File: src/design/max_sum_submatrix_defines.svh
// ----------------------------------------------------------------------------
// Assertion macros for the max-sum submatrix block
// Concurrent checks compiled out for synthesis.
// ----------------------------------------------------------------------------
`ifndef MAX_SUM_SUBMATRIX_DEFINES_SVH
`define MAX_SUM_SUBMATRIX_DEFINES_SVH

`ifndef SYNTHESIS
`define MSM_ASSERT(label, clk, rst_n, prop, msg) \
  label: assert property (@(posedge clk) disable iff (!rst_n) (prop)) else $error(msg);
`define MSM_ASSERT_NEVER(label, clk, rst_n, prop, msg) \
  label: assert property (@(posedge clk) disable iff (!rst_n) !(prop)) else $error(msg);
`else
`define MSM_ASSERT(label, clk, rst_n, prop, msg)
`define MSM_ASSERT_NEVER(label, clk, rst_n, prop, msg)
`endif

`endif

File: src/design/msm_pkg.sv
// ----------------------------------------------------------------------------
// msm_pkg
// Shared constants and types of the max-sum submatrix block.
// ----------------------------------------------------------------------------
`default_nettype none

package msm_pkg;

  localparam int MaxRowsDef = 16;
  localparam int MaxColsDef = 16;
  localparam int ElemW      = 16;
  localparam int SumOutW    = 24;
  localparam int BoundW     = 4;
  localparam int CfgW       = 5;
  localparam int CfgIdxW    = 2;

  localparam logic [CfgIdxW-1:0] RegRowCount = 2'd0;
  localparam logic [CfgIdxW-1:0] RegColCount = 2'd1;

  typedef struct packed {
    logic signed [SumOutW-1:0] sum;
    logic [BoundW-1:0]         top;
    logic [BoundW-1:0]         bottom;
    logic [BoundW-1:0]         left;
    logic [BoundW-1:0]         right;
  } msm_res_t;

endpackage

`default_nettype wire

File: src/design/msm_store.sv
// ----------------------------------------------------------------------------
// msm_store
// Element memory: one write port, one read port, registered read data.
// ----------------------------------------------------------------------------
`default_nettype none

module msm_store
  import msm_pkg::*;
#(
  parameter int Depth = MaxRowsDef * MaxColsDef,
  parameter int AddrW = (Depth > 1) ? $clog2(Depth) : 1
) (
  input  wire logic                    clk_i,
  input  wire logic                    we_i,
  input  wire logic [AddrW-1:0]        waddr_i,
  input  wire logic signed [ElemW-1:0] wdata_i,
  input  wire logic                    re_i,
  input  wire logic [AddrW-1:0]        raddr_i,
  output logic signed [ElemW-1:0]      rdata_o
);

  logic signed [ElemW-1:0] mem_q [Depth];

  always_ff @(posedge clk_i) begin
    if (we_i) begin
      mem_q[waddr_i] <= wdata_i;
    end
  end

  always_ff @(posedge clk_i) begin
    if (re_i) begin
      rdata_o <= mem_q[raddr_i];
    end
  end

endmodule

`default_nettype wire

File: config.mk
export PLATFORM = sky130hd
export DESIGN_NAME = msm_store
export DESIGN_NICKNAME = d
export VERILOG_FILES = /design/src/design/max_sum_submatrix_defines.svh /design/src/design/msm_pkg.sv /design/src/design/msm_store.sv
export SDC_FILE = /design/constraint.sdc
export NUM_CORES = 2
export LEC_CHECK = 0
export BUFFER_PORTS_ARGS = -buffer_cell sky130_fd_sc_hd__buf_2
export CAP_MARGIN = 20
export CORE_MARGIN = 4
export CORE_UTILIZATION = 30
export DETAILED_ROUTE_END_ITERATION = 12
export PLACE_DENSITY = 0.57
export SLEW_MARGIN = 20
export SYNTH_ARGS = -nofsm -noshare
export SYNTH_HDL_FRONTEND = slang
export SYNTH_SLANG_ARGS = --single-unit
File: constraint.sdc
create_clock -name clk_i -period 2.4 [get_ports clk_i]
set_input_delay 0.36 -clock clk_i [delete_from_list [all_inputs] [get_ports clk_i]]
set_output_delay 0.36 -clock clk_i [all_outputs]
set_load 0.01 [all_outputs]
### Word level (Yosys, flattened, before mapping)

Memory sizes are Yosys's and may differ from the RTL's. A register that Yosys moved wholly into a read port is not among the register bits.
Index checks and enable logic that the tools add are counted.

* muxes and demuxes: 2

Operator list (count)
* $mux 1: 2

* register bits: 0
* RAM bits: 4096
* input bits: 35
* output and inout port bits: 16
* logic and storage cells: 3
* memories kept: 1

Memory list
* mem_q: words 256, bits a word 16, rd ports 1, clocked after Yosys merged registers in 1, write ports 1, RTL line msm_store.sv:22 `logic signed [ElemW-1:0] mem_q [Depth];`

### Depth between registers and ports, before layout

* depth in word-level cells: 2
* depth in mapped cells: 12
* mapped depth without buffers: 6

### Worst setup path after synthesis

No wires, ideal clock.

* path kind: input port to flip-flop
* start: input raddr_i[0]
* end: register rdata_o[4], read port of mem_q, data pin
* library setup time: 265 ps
* arrival: 2344 ps
* data required time: 2135 ps
* slack: -209 ps
* stages: 8
* buffers on the path: 3
* cell sequence: buf_6 buf_6 buf_2 mux4_2 mux4_2 a22o_1 o32ai_2 nor4_2

RTL lines
* start, declared: RTL line msm_store.sv:18 `input wire logic [AddrW-1:0] raddr_i,`
* end, declared: RTL line msm_store.sv:19 `output logic signed [ElemW-1:0] rdata_o`

==> flow_metrics.tcl <==
set metrics [dict create \
    status "complete, but fails checks" \
    violations "setup timing" \
    dieWidth_um 735.7 \
    p_per_area_nw_per_um2 780.8 \
    dp_cells 15050 \
    busiest_layer "met2" \
    cts_htree_levels 5 \
    nets 8510 \
    crit_buf_inv 1 \
    grtUsageMet2 0.2533 \
    grt_pass1_wl_um 624500 \
    drtIter0Drc 9272 \
    via_per_inst 5.138 \
    clk_latency_ps 1000 \
    synth_cells 7360 \
    drc 0 \
    drv_cap 0 \
    async_flop_share 0 \
    area_growth_pct 21.63 \
    use_met3 0.02806 \
    finalWirelength_um 442000 \
    io_pins 51 \
    start_kind "flip-flop" \
    required_ps 3070 \
    grt_util_all_layers 0.1592 \
    wl_per_cell_um 27.95 \
    ys_ff_latch 4112 \
    cts_setup_buffers 0 \
    fp-row-count 267 \
    drive_gt1_frac 0.3158 \
    cp_top_family "multiplexers" \
    place.port_buffers 50 \
    grt-ovfl-total 0 \
    yosysMostFrequentCell "edfxtp_1" \
    clockBufferDepth 4 \
    path_max_fanout 1 \
    slew_headroom 0.3391 \
    ir_worst_vdd_mv 0.6925 \
    finalCritPeriodShare 1.112 \
    synth_top_cell_by_area "edfxtp_1" \
    syn_area_um2 158900 \
    ys_warn_count 0 \
    die_area_um2 541300 \
    yosysSeqAreaShare 0.7772 \
    hold_viol_final 0 \
    crit_chain "mux4_2 -> mux4_2 -> a22o_4 -> o32ai_4 -> buf_6 -> nor4_2" \
    fin_total_pwr_mw 150.9 \
    fin_skew_ps 78.65 \
    cts_buffers 410 \
    worst_path_most_repeated_cell "mux4_2" \
    hold_path_class "in -> reg" \
    ys_top_cells_by_count "4112 x edfxtp_1, 797 x mux4_2, 565 x mux2i_1" \
    syn_area_per_cell_um2 21.59 \
    leakage_nw 61.44 \
    setup_viol 15 \
    grt_max_degree 124 \
    synth_edf_count 4112 \
    worstMarginPinSlew_ps 991.3 \
    die_h_um 735.7 \
    drtAntennaViolNets 0 \
    fin_crit_ps 2670 \
    synth_top_area_frac 0.7772 \
    final.setup.worst_slack_ps -269.6 \
    drv_slew 0 \
    synthFlopType "edfxtp_1" \
    endpoint_kind "flip-flop" \
    place_ws_ps -1502 \
    drt_first_pass_iters 8 \
    max_stage_delay_ps 560 \
    path_clk_slew_ps 60 \
    dp_hpwl_um 281500 \
    slowest_stage "mux4_2" \
    cts_tree "yes" \
    setup.worst_path.class "reg -> reg" \
    ys_top_cells_by_area "edfxtp_1 78%, mux4_2 11%, mux2i_1 3.6%" \
    root_buffer "clkbuf_16" \
    antenna_found_initial 32 \
    vias 81240 \
    grt_pass1_vias 82140 \
    gp_congestion 0.8702 \
    arrival_ps 3340 \
    met1_usage 0.2222 \
    cts_sinks 4112 \
    stdcell_count 15810 \
    initial_utilization 0.3008 \
    fmax_mhz 374.6 \
    yosysUniqueCellTypes 51 \
    coreArea_um2 528200 \
    synthesis.nets 7395 \
    rsz0062_at_grt "yes" \
]
==> registers in the layout (all words and copies together), names as in the netlist <==
name	flops
mem_q	4096
rdata_o	16
==> cell type report <==
class | count | area (um^2)
fillers | 47630 | 334900
flip-flops and latches | 4112 | 123500
multi-input cells | 2792 | 33940
repair buffers | 1155 | 13910
clock buffers | 499 | 10790
well taps | 6994 | 8751
clock inverters | 248 | 2325
inverters | 4 | 27.53
diodes | 8 | 20.02
==> worst paths after layout <==
check	cells after the start	slack, ps	startpoint	to
worst max-delay path	6	-270	mem_q[31][12]	rdata_o[12]
worst min-delay path	4	160	waddr_i[2]	mem_q[172][12]
worst max register to register	6	-270	mem_q[31][12]	rdata_o[12]
worst min register to register	6	1250	mem_q[250][0]	rdata_o[0]
==> tightest hold or removal path, stage by stage <==
cell     delay [ps]
buf_2           160
nand3_1         180
nor2_1          100
buf_12          160
==> cell families (layout without fill, tap and decap cells) <==
kind of cell / count (synthesis) / count (layout) / share of synthesized area
AO/OA/AOI/OAI: 786 / 786 / 0.03534
flip-flops: 4112 / 4112 / 0.7772
multiplexers: 1450 / 1450 / 0.1548
other: 0 / 8 / 0
buffers and inverters: 456 / 1906 / 0.01692
AND/OR/NAND/NOR: 556 / 556 / 0.01573
==> repair_timing <==
action,CTS,global route
endpoints found under the setup margin,17,16
hold buffers,17,0
pin swaps,34,19
resized for setup,132,42
endpoints found under the hold margin,1191,0
==> layer usage <==
metal | part of all wire | wire [um]
met4 | 0.034 | 15170
met1 | 0.42 | 184300
met5 | 0.00012 | 51
met2 | 0.47 | 207000
met3 | 0.080 | 35480
==> metrics by stage <==
stage	area [um^2]	TNS (ps)	hold slack [ps]	utilization
floorplan	159200	-199670	458.9	-
global placement	179000	-17490	674.8	0.3390
detailed placement	179000	-17520	688.6	0.3390
CTS	193000	-1779	46.37	0.3654
global route	193200	-2065	137.9	0.3658
finish	193200	-1442	159.1	0.3659
==> placed cells by master, fill, tap and decap left out, types with 26 or more instances in the layout <==
cell type / n
edfxtp_1: 4112
mux4_2: 797
buf_4: 667
mux2i_1: 565
clkbuf_16: 419
buf_12: 403
o221ai_1: 252
nor2_1: 234
a21oi_1: 172
o22ai_1: 147
clkinv_1: 105
nor3_1: 89
clkbuf_1: 80
mux2_2: 73
nor2_2: 70
clkinv_2: 64
a22oi_1: 37
o21ai_0: 36
bufinv_16: 35
nand2_1: 34
buf_2: 29
nand4_1: 26
nand3_1: 26
==> power by group <==
| part | leakage (nW) | switching [mW] | internal [mW] |
|---|---|---|---|
| clock | 6.36 | 27.0 | 35.7 |
| combinational | 18.1 | 5.29 | 3.53 |
| sequential | 37.0 | 0.143 | 79.2 |
| total | 61.4 | 32.4 | 118 |
No activity file was read; power rests on OpenSTA's default activity.
