===== src/design/max_sum_submatrix_defines.svh =====
// ----------------------------------------------------------------------------
// Assertion macros for the max-sum submatrix block
// Concurrent checks compiled out for synthesis.
// ----------------------------------------------------------------------------
`ifndef MAX_SUM_SUBMATRIX_DEFINES_SVH
`define MAX_SUM_SUBMATRIX_DEFINES_SVH

`ifndef SYNTHESIS
`define MSM_ASSERT(label, clk, rst_n, prop, msg) \
  label: assert property (@(posedge clk) disable iff (!rst_n) (prop)) else $error(msg);
`define MSM_ASSERT_NEVER(label, clk, rst_n, prop, msg) \
  label: assert property (@(posedge clk) disable iff (!rst_n) !(prop)) else $error(msg);
`else
`define MSM_ASSERT(label, clk, rst_n, prop, msg)
`define MSM_ASSERT_NEVER(label, clk, rst_n, prop, msg)
`endif

`endif


===== src/design/msm_pkg.sv =====
// ----------------------------------------------------------------------------
// msm_pkg
// Shared constants and types of the max-sum submatrix block.
// ----------------------------------------------------------------------------
`default_nettype none

package msm_pkg;

  localparam int MaxRowsDef = 16;
  localparam int MaxColsDef = 16;
  localparam int ElemW      = 16;
  localparam int SumOutW    = 24;
  localparam int BoundW     = 4;
  localparam int CfgW       = 5;
  localparam int CfgIdxW    = 2;

  localparam logic [CfgIdxW-1:0] RegRowCount = 2'd0;
  localparam logic [CfgIdxW-1:0] RegColCount = 2'd1;

  typedef struct packed {
    logic signed [SumOutW-1:0] sum;
    logic [BoundW-1:0]         top;
    logic [BoundW-1:0]         bottom;
    logic [BoundW-1:0]         left;
    logic [BoundW-1:0]         right;
  } msm_res_t;

endpackage

`default_nettype wire


===== src/design/msm_search.sv =====
// ----------------------------------------------------------------------------
// msm_search
// Rectangle search: walks (top, left, bottom, right) in order, one per cycle.
// ----------------------------------------------------------------------------
`default_nettype none

module msm_search
  import msm_pkg::*;
#(
  parameter int MaxRows = MaxRowsDef,
  parameter int MaxCols = MaxColsDef,
  parameter int RowW    = (MaxRows > 1) ? $clog2(MaxRows) : 1,
  parameter int ColW    = (MaxCols > 1) ? $clog2(MaxCols) : 1,
  parameter int AddrW   = (MaxRows * MaxCols > 1) ? $clog2(MaxRows * MaxCols) : 1
) (
  input  wire logic                    clk_i,
  input  wire logic                    rst_ni,
  input  wire logic                    go_i,
  input  wire logic [RowW-1:0]         row_last_i,
  input  wire logic [ColW-1:0]         col_last_i,
  output logic                         re_o,
  output logic [AddrW-1:0]             raddr_o,
  input  wire logic signed [ElemW-1:0] rdata_i,
  output logic                         done_o,
  output msm_res_t                     res_o
);

  localparam int ColAccW = ElemW + $clog2(MaxRows + 1) + 1;
  localparam int SumW    = ElemW + $clog2(MaxRows * MaxCols + 1) + 1;
  localparam int SatMax  = (1 << (SumOutW - 1)) - 1;
  localparam int SatMin  = -(1 << (SumOutW - 1));

  localparam logic [1:0] StIdle  = 2'd0;
  localparam logic [1:0] StRun   = 2'd1;
  localparam logic [1:0] StDrain = 2'd2;
  localparam logic [1:0] StDone  = 2'd3;

  logic [1:0] state_q, state_d;
  logic [RowW-1:0] t_q, t_d, b_q, b_d;
  logic [ColW-1:0] l_q, l_d, r_q, r_d;
  logic issue_last;

  // stage 1 (data returns from memory)
  logic            p_first_b_q, p_first_r_q;
  logic [RowW-1:0] p_t_q, p_b_q;
  logic [ColW-1:0] p_l_q, p_r_q;
  logic            p_valid_q;

  logic signed [ColAccW-1:0] colacc_q [MaxCols];
  logic signed [ColAccW-1:0] col_new;
  logic signed [SumW-1:0]    run_q, run_new;
  logic signed [SumW-1:0]    best_q;
  logic                      have_best_q;
  logic [RowW-1:0]           bt_q, bb_q;
  logic [ColW-1:0]           bl_q, br_q;
  logic                      take;
  int                        best_int;

  assign re_o    = (state_q == StRun);
  assign raddr_o = AddrW'(AddrW'(b_q) * AddrW'(MaxCols) + AddrW'(r_q));
  assign issue_last = (r_q == col_last_i) && (b_q == row_last_i)
                   && (l_q == col_last_i) && (t_q == row_last_i);

  always_comb begin
    state_d = state_q;
    t_d = t_q;
    l_d = l_q;
    b_d = b_q;
    r_d = r_q;
    case (state_q)
      StIdle: begin
        if (go_i) begin
          state_d = StRun;
          t_d = '0;
          l_d = '0;
          b_d = '0;
          r_d = '0;
        end
      end
      StRun: begin
        if (r_q != col_last_i) begin
          r_d = r_q + 1'b1;
        end else if (b_q != row_last_i) begin
          b_d = b_q + 1'b1;
          r_d = l_q;
        end else if (l_q != col_last_i) begin
          l_d = l_q + 1'b1;
          b_d = t_q;
          r_d = l_q + 1'b1;
        end else if (t_q != row_last_i) begin
          t_d = t_q + 1'b1;
          l_d = '0;
          b_d = t_q + 1'b1;
          r_d = '0;
        end else begin
          state_d = StDrain;
        end
      end
      StDrain: state_d = StDone;
      StDone:  state_d = StIdle;
      default: state_d = StIdle;
    endcase
  end

  always_ff @(posedge clk_i or negedge rst_ni) begin
    if (!rst_ni) begin
      state_q   <= StIdle;
      p_valid_q <= 1'b0;
    end else begin
      state_q   <= state_d;
      p_valid_q <= (state_q == StRun);
    end
  end

  always_ff @(posedge clk_i) begin
    t_q <= t_d;
    l_q <= l_d;
    b_q <= b_d;
    r_q <= r_d;
    p_t_q <= t_q;
    p_l_q <= l_q;
    p_b_q <= b_q;
    p_r_q <= r_q;
    p_first_b_q <= (b_q == t_q);
    p_first_r_q <= (r_q == l_q);
  end

  // column sums over rows top..bottom, then the running row sum left..right
  assign col_new = p_first_b_q ? ColAccW'(rdata_i)
                               : colacc_q[p_r_q] + ColAccW'(rdata_i);
  assign run_new = p_first_r_q ? SumW'(col_new) : run_q + SumW'(col_new);
  assign take    = !have_best_q || (run_new > best_q);

  always_ff @(posedge clk_i or negedge rst_ni) begin
    if (!rst_ni) begin
      have_best_q <= 1'b0;
    end else if (go_i && state_q == StIdle) begin
      have_best_q <= 1'b0;
    end else if (p_valid_q) begin
      have_best_q <= 1'b1;
    end
  end

  always_ff @(posedge clk_i) begin
    if (p_valid_q) begin
      colacc_q[p_r_q] <= col_new;
      run_q <= run_new;
      if (take) begin
        best_q <= run_new;
        bt_q <= p_t_q;
        bb_q <= p_b_q;
        bl_q <= p_l_q;
        br_q <= p_r_q;
      end
    end
  end

  assign done_o = (state_q == StDone);

  always_comb begin
    best_int = int'(best_q);
    if (best_int > SatMax) begin
      best_int = SatMax;
    end else if (best_int < SatMin) begin
      best_int = SatMin;
    end
    res_o.sum    = SumOutW'(best_int);
    res_o.top    = BoundW'(bt_q);
    res_o.bottom = BoundW'(bb_q);
    res_o.left   = BoundW'(bl_q);
    res_o.right  = BoundW'(br_q);
  end

  `include "max_sum_submatrix_defines.svh"

  `MSM_ASSERT(a_run_valid, clk_i, rst_ni, (state_q == StRun) |=> p_valid_q, "no issue follow-up")
  `MSM_ASSERT(a_drain_last, clk_i, rst_ni, (state_q == StRun && issue_last) |=> (state_q == StDrain), "bad drain")
  `MSM_ASSERT(a_done_best, clk_i, rst_ni, done_o |-> have_best_q, "done without a rectangle")

endmodule

`default_nettype wire


===== config.mk =====
export PLATFORM = sky130hd
export DESIGN_NAME = msm_search
export DESIGN_NICKNAME = d
export VERILOG_FILES = /design/src/design/msm_pkg.sv /design/src/design/msm_search.sv
export VERILOG_INCLUDE_DIRS = /design/src /design/src/design
export SDC_FILE = /design/constraint.sdc
export NUM_CORES = 1
export LEC_CHECK = 0
export BUFFER_PORTS_ARGS = -buffer_cell sky130_fd_sc_hd__buf_2
export CAP_MARGIN = 20
export CORE_UTILIZATION = 52
export CTS_CLUSTER_DIAMETER = 40
export DETAILED_ROUTE_END_ITERATION = 10
export HOLD_SLACK_MARGIN = 0.03
export PLACE_DENSITY = 0.69
export SLEW_MARGIN = 20
export SYNTH_ARGS = -nofsm -noshare
export SYNTH_HDL_FRONTEND = slang
export SYNTH_SLANG_ARGS = --single-unit

===== constraint.sdc =====
create_clock -name clk_i -period 12.6 [get_ports clk_i]
set_input_delay 0.63 -clock clk_i [delete_from_list [all_inputs] [get_ports clk_i]]
set_output_delay 0.63 -clock clk_i [all_outputs]
set_load 0.02 [all_outputs]

* Word-level counts from Yosys, hierarchy flattened
Memory sizes are Yosys's and may differ from the RTL's. A register that Yosys moved wholly into a read port is not among the register bits. Index checks and enable logic that the tools add are counted.
Storage, ports and cells: bits in registers 106, bits in writable memories 352, input bits 27, memories 1
Cells by class: add/subtract/negate cells 7, magnitude comparators 3, equality and inequality tests 18, muxes and demuxes 32, reductions and logical operators 12
Memories:
- colacc_q | depth 16, bits a word 22, read ports 1, clocked after Yosys merged registers in 1, wr ports 1, RTL line msm_search.sv:49 | logic signed [ColAccW-1:0] colacc_q [MaxCols];
Operator list (count):
- 4-bit 2-to-1 mux | 14
- 24-bit 2-to-1 mux | 2
- 4-bit case mux with 2 select lines | 4
- 26-bit by 22-bit adder with 26-bit output | 1
- 26-bit by 24-bit > comparator with 1-bit output (second input constant) | 1
- 26-bit > comparator | 1
- 26-bit by 24-bit less-than comparator with 1-bit output (second input constant) | 1
- 26-bit 2-to-1 mux | 1
- 22-bit by 16-bit adder with 22-bit output | 1
- 22-bit 2-to-1 mux | 1
- 4-bit by 1-bit adder with 4-bit output (second input constant) | 4
- 4-bit inequality test | 4
- 2-bit 2-to-1 mux | 5
- 2-bit inequality test (second input constant) | 5
- 5-bit AND reduction | 2
- 8-bit by 4-bit adder with 8-bit output | 1
- 4-bit == test | 2
- 2-bit case mux with 4 select lines | 1
- 6-bit AND reduction | 1
- 5-bit by 1-bit inequality test with 1-bit output (second input constant) | 1
- 2-bit == test (second input constant) | 2
- 1-bit 2-to-1 mux | 4
- 4-bit by 1-bit inequality test with 1-bit output (second input constant) | 1
- 4-bit AND reduction | 1
- other kinds (10) | 11

* Depth between registers and ports, before layout
word-level depth 7, depth in mapped cells 32, mapped depth without buffers 29

* Worst setup path before layout
No wires, ideal clock.
path type reg2reg, start register p_r_q[0] (netlist name), end register bb_q[0], enable pin, arrival time 8.421 ns, required time 12.196 ns, setup slack 3.775 ns, cell stages (with the launch flop) 28, buffers on the path 3, path through dfxtp_1 -> buf_2 -> clkbuf_1 -> clkbuf_1 -> mux4_2 -> mux4_2 -> ha_1 -> a2111oi_2 -> a211oi_2 -> o21ai_0 -> nand2b_1 -> xnor2_1 -> o21ai_0 -> ha_1 -> a211oi_1 -> nor2_1 -> o41ai_1 -> o311ai_4 -> a41oi_1 -> or3_1 -> a22oi_2 -> xnor2_1 -> ha_1 -> nand4_1 -> nor4_1 -> a221oi_1 -> nand3_1 -> and4b_1
RTL lines:
- to (signal assigned) | RTL line msm_search.sv:151 | bb_q <= p_b_q;
- to (decl) | RTL line msm_search.sv:54 | logic [RowW-1:0] bt_q, bb_q;

==> results.txt <==
Leading cell type in the layout, fill and taps excluded: sky130_fd_sc_hd__edfxtp_1. The sequential cells in the finished layout cover a total of 13560 um^2. The final layout contains 1527 nets.

Post-CTS timing repair inserted 0 buffers for setup. Dividing the detail-routed via count by the number of cells gives 5.986. The largest net degree at the start of global routing came out at 97. The setup TNS was 0 ns; the utilization of the core after routing was 61.21%.

The tools report the last element of the critical path as br_q[3]$_DFFE_PP_. At the pin with the least slew margin, the transition time is 1.058 ns. Clock tree synthesis inserted a total of 53 buffers.

The logs give 6945 um^2 for the area occupied by multi-input gates and 29.42% for the headroom to the max-slew limit. 0 antenna diodes ended up in the layout. The flow ran to the end, and the final reports show no timing, DRC or antenna violations.

Synthesis handed over a netlist of 1290 instances. Synthesis instantiated 65 different standard cells from the library. After global routing the overflow that remains totals 0. Setup violations remaining at the end of the flow were counted as 0. In the post-route analysis, the smallest setup slack over all paths is 3.594 ns.

The biggest area contributor in the post-synthesis netlist is sky130_fd_sc_hd__edfxtp_1. Yosys mapped a number of flops with a built-in enable equal to 436. Input and output buffers added on the ports amount to 76. The die area came out at 40820 um^2. For the worst flop-to-flop path, the logic depth is 27. The synthesized design contains 458 register bits.

The timing startpoint of the critical path is p_r_q[1]$_DFF_P_. The kind of critical path is reg2reg. The logs give 0 for the number of hold-slack violations in the final timing report and 77 for the number of placed I/O pins. The logs give 11850 for the number of vias in the routed layout and 111.0 MHz for the achievable frequency. Once the floorplan was initialized, standard cells occupied 53.23% of the core. The minimum period implied by the final worst setup slack was 9.006 ns. Prior to clock tree synthesis, the placed netlist has a worst setup slack of 3.285 ns.

The top cell type by area accounts for 62.91% of the synthesized area. After detailed routing, the number of remaining DRC violations is 0. Setup repair after global routing left no endpoint under its margin.

The startpoint identified for the worst register-to-register timing path is p_r_q[1]$_DFF_P_. The area overhead of the layout relative to synthesis was 15.00%. Of all nets on the critical path, the largest fanout is 42. The maximum buffer depth of the clock tree was 3; the proportion of layout cells with a drive suffix above 1 was 24.91%. The initial antenna violation count was 0. STA classifies the critical path startpoint as a register. In this run the number of H-tree levels came out at 2. The clock reaches the later pin of the worst-skew pair after 0.59 ns. In the synthesized netlist the dominant register cell turns out to be sky130_fd_sc_hd__edfxtp_1. The final layout contains routed wiring with a total length of 45.09 mm. After detailed routing, the average wire length per cell comes to 22.78 um.

After synthesis, the cell types taking the most area are sky130_fd_sc_hd__edfxtp_1 63%, sky130_fd_sc_hd__mux4_2 12%, sky130_fd_sc_hd__ha_1 4.9%, sky130_fd_sc_hd__nor2_1 1.8%, sky130_fd_sc_hd__dfxtp_1 1.7%. The tools report the number of sinks handled by clock tree synthesis as 458. The die is 202.0 um wide. The worst endpoint required time was 12.81 ns. The share of async-settable or async-resettable flops after synthesis is 0.8734%, and the sequential share of the synthesized area is 65.13%.

The number of core rows came out at 72. The endpoint identified for the worst register-to-register timing path is br_q[3]$_DFFE_PP_. The run gives 11860 as the via count of the first global-routing pass.

The y dimension of the die came out at 202.0 um. For the post-synthesis instance area, the log shows 20810 um^2. TritonCTS built the clock tree. The fill cell instance count of the final layout was 2878. The average cell area after synthesis is 16.13 um^2. Of the available clock period, the critical path in the final layout requires 71.48%. After clock tree synthesis, the clock-pin slew on the worst setup and hold paths is 0.06 ns. The path class of the lowest-slack min-delay path was in2reg. Once the clock tree was built, the resizer swapped 0 gates to a different size. At the worst endpoint, the arrival time is 9.21 ns. The logs give 0.02412 ns for the final setup skew and 0 for the number of nets with antenna violations after detailed routing. Summed over all nets, the half-perimeter wirelength after detailed placement is 28.15 mm. The first detailed-routing pass took 7 iterations. The tools report the area of the core region as 39100 um^2.

Wire length of the first global-routing pass: 69.29 mm. The library cells used most frequently in the layout, excluding fill and tap cells, are 436 x sky130_fd_sc_hd__edfxtp_1, 110 x sky130_fd_sc_hd__mux4_2, 88 x sky130_fd_sc_hd__nor2_1, 81 x sky130_fd_sc_hd__ha_1, 76 x sky130_fd_sc_hd__buf_2. The reg-to-reg setup timing slack is 3.59 ns. STA classifies the critical path endpoint as a register.

For this run, the number of Yosys warnings is 0. The tree is rooted in a sky130_fd_sc_hd__clkbuf_16. The overall fraction of global-route tracks in use came out at 22.60%.

The post-synthesis net count came out at 1400. Max-cap violations in this run came to 0. After the first detailed-routing iteration, the DRC count stood at 1120. The final hold slack is 0.2281 ns, and the final max-slew violation count is 0. The routability-driven placement congestion ratio is 0.8346.
how the worst min path moves through the flow:
stage	startpoint	end	slack [ns]	depth (start not counted)
after floorplan	rst_ni	have_best_q$_DFFE_PN0P_	0.33	0
after detailed placement	p_b_q[0]$_DFF_P_	bb_q[0]$_DFFE_PP_	0.39	0
after global placement	p_l_q[3]$_DFF_P_	bl_q[3]$_DFFE_PP_	0.39	0
final	go_i	have_best_q$_DFFE_PN0P_	0.23	2
after CTS	go_i	have_best_q$_DFFE_PN0P_	0.21	2
after global routing	go_i	have_best_q$_DFFE_PN0P_	0.22	2
layer usage:
| layer | up-vias | share of wire (%) | GRT usage, % |
|---|---|---|---|
| li1 | 5340 | - | - |
| met1 | 6031 | 44 | 31.74 |
| met2 | 412 | 48 | 37.08 |
| met3 | 64 | 6.0 | 2.935 |
| met4 | 0 | 2.2 | 6.872 |
| met5 | - | 0 | 0 |
critical path: stages (launching register included):
cell and delay, ns:
sky130_fd_sc_hd__dfxtp_4 0.67, sky130_fd_sc_hd__buf_4 0.54, sky130_fd_sc_hd__mux4_2 0.42, sky130_fd_sc_hd__mux4_2 0.49, sky130_fd_sc_hd__ha_1 0.44, sky130_fd_sc_hd__o211a_1 0.20, sky130_fd_sc_hd__a211oi_2 0.05, sky130_fd_sc_hd__a211oi_2 0.49
sky130_fd_sc_hd__a2111oi_4 0.17, sky130_fd_sc_hd__o31ai_4 0.35, sky130_fd_sc_hd__a31oi_1 0.14, sky130_fd_sc_hd__xnor2_1 0.45, sky130_fd_sc_hd__o21ai_0 0.14, sky130_fd_sc_hd__buf_4 0.22, sky130_fd_sc_hd__ha_1 0.36, sky130_fd_sc_hd__a21o_1 0.18
sky130_fd_sc_hd__a21o_1 0.17, sky130_fd_sc_hd__a21o_1 0.17, sky130_fd_sc_hd__a41oi_1 0.33, sky130_fd_sc_hd__or3_1 0.18, sky130_fd_sc_hd__a22oi_2 0.08, sky130_fd_sc_hd__xnor2_1 0.28, sky130_fd_sc_hd__ha_1 0.33, sky130_fd_sc_hd__nand4_1 0.11
sky130_fd_sc_hd__nor4_1 0.08, sky130_fd_sc_hd__a221oi_1 0.38, sky130_fd_sc_hd__nor3b_1 0.10, sky130_fd_sc_hd__and4b_2 1.01
kinds of logic after synthesis:
kind of cell	count (synthesis)	synth area share, %
DFF	458	65.13
muxes	120	12.42
AOI/OAI and AO/OA	208	6.987
buffers and inverters	99	1.840
and+or+nand+nor	251	5.538
xor gates and xnor gates	71	3.024
adders and majority gates	83	5.063
timing repair:
| item | CTS | global route |
|---|---|---|
| hold endpoints to repair | 4 | 0 |
| hold buffers | 1 | 0 |
| setup endpoints to repair | 0 | 0 |
cells in the mapped netlist (11+ instances only):
cell type                  instances
sky130_fd_sc_hd__inv_1            48
sky130_fd_sc_hd__nand3_1          15
sky130_fd_sc_hd__xor2_1           34
sky130_fd_sc_hd__nand4_1          12
sky130_fd_sc_hd__o21ai_0          49
sky130_fd_sc_hd__a21o_1           36
sky130_fd_sc_hd__xnor2_1          36
sky130_fd_sc_hd__mux4_2          110
sky130_fd_sc_hd__a21oi_1          42
sky130_fd_sc_hd__edfxtp_1        436
sky130_fd_sc_hd__clkbuf_1         36
sky130_fd_sc_hd__dfxtp_1          18
sky130_fd_sc_hd__ha_1             81
sky130_fd_sc_hd__nand2b_1         13
sky130_fd_sc_hd__nand2_1          64
sky130_fd_sc_hd__nor2_1          100
sky130_fd_sc_hd__nor3_1           11
stage by stage:
| step | cell area [um^2] | std cells |
|---|---|---|
| floorplan | 20810 | 1290 |
| detailed placement | 22070 | 1879 |
| CTS | 23930 | 1979 |
| global route | 23930 | 1979 |
| global placement | 22070 | 1879 |
| finish | 23930 | 1979 |
layout make-up:
| type | instances | area share (%) |
|---|---|---|
| flip-flops and latches | 458 | 56.68 |
| multi-input cells | 733 | 29.02 |
| clock buffers | 66 | 6.008 |
| repair buffers | 122 | 3.095 |
| well taps | 518 | 2.708 |
| clock inverters | 33 | 1.720 |
| inverters | 49 | 0.7686 |
flip-flops by register name, summed over array words and instances (netlist names):
register,cells
b_q,4
bb_q,4
best_q,26
bl_q,4
br_q,4
bt_q,4
colacc_q,352
have_best_q,1
l_q,4
p_b_q,4
p_first_b_q,1
p_first_r_q,1
p_l_q,4
p_r_q,4
p_t_q,4
p_valid_q,1
r_q,4
run_q,26
state_q,2
t_q,4
Power is left out: the tool's default activity adds up to more than one toggle a clock period on the data nets, which glitch-free logic cannot reach.
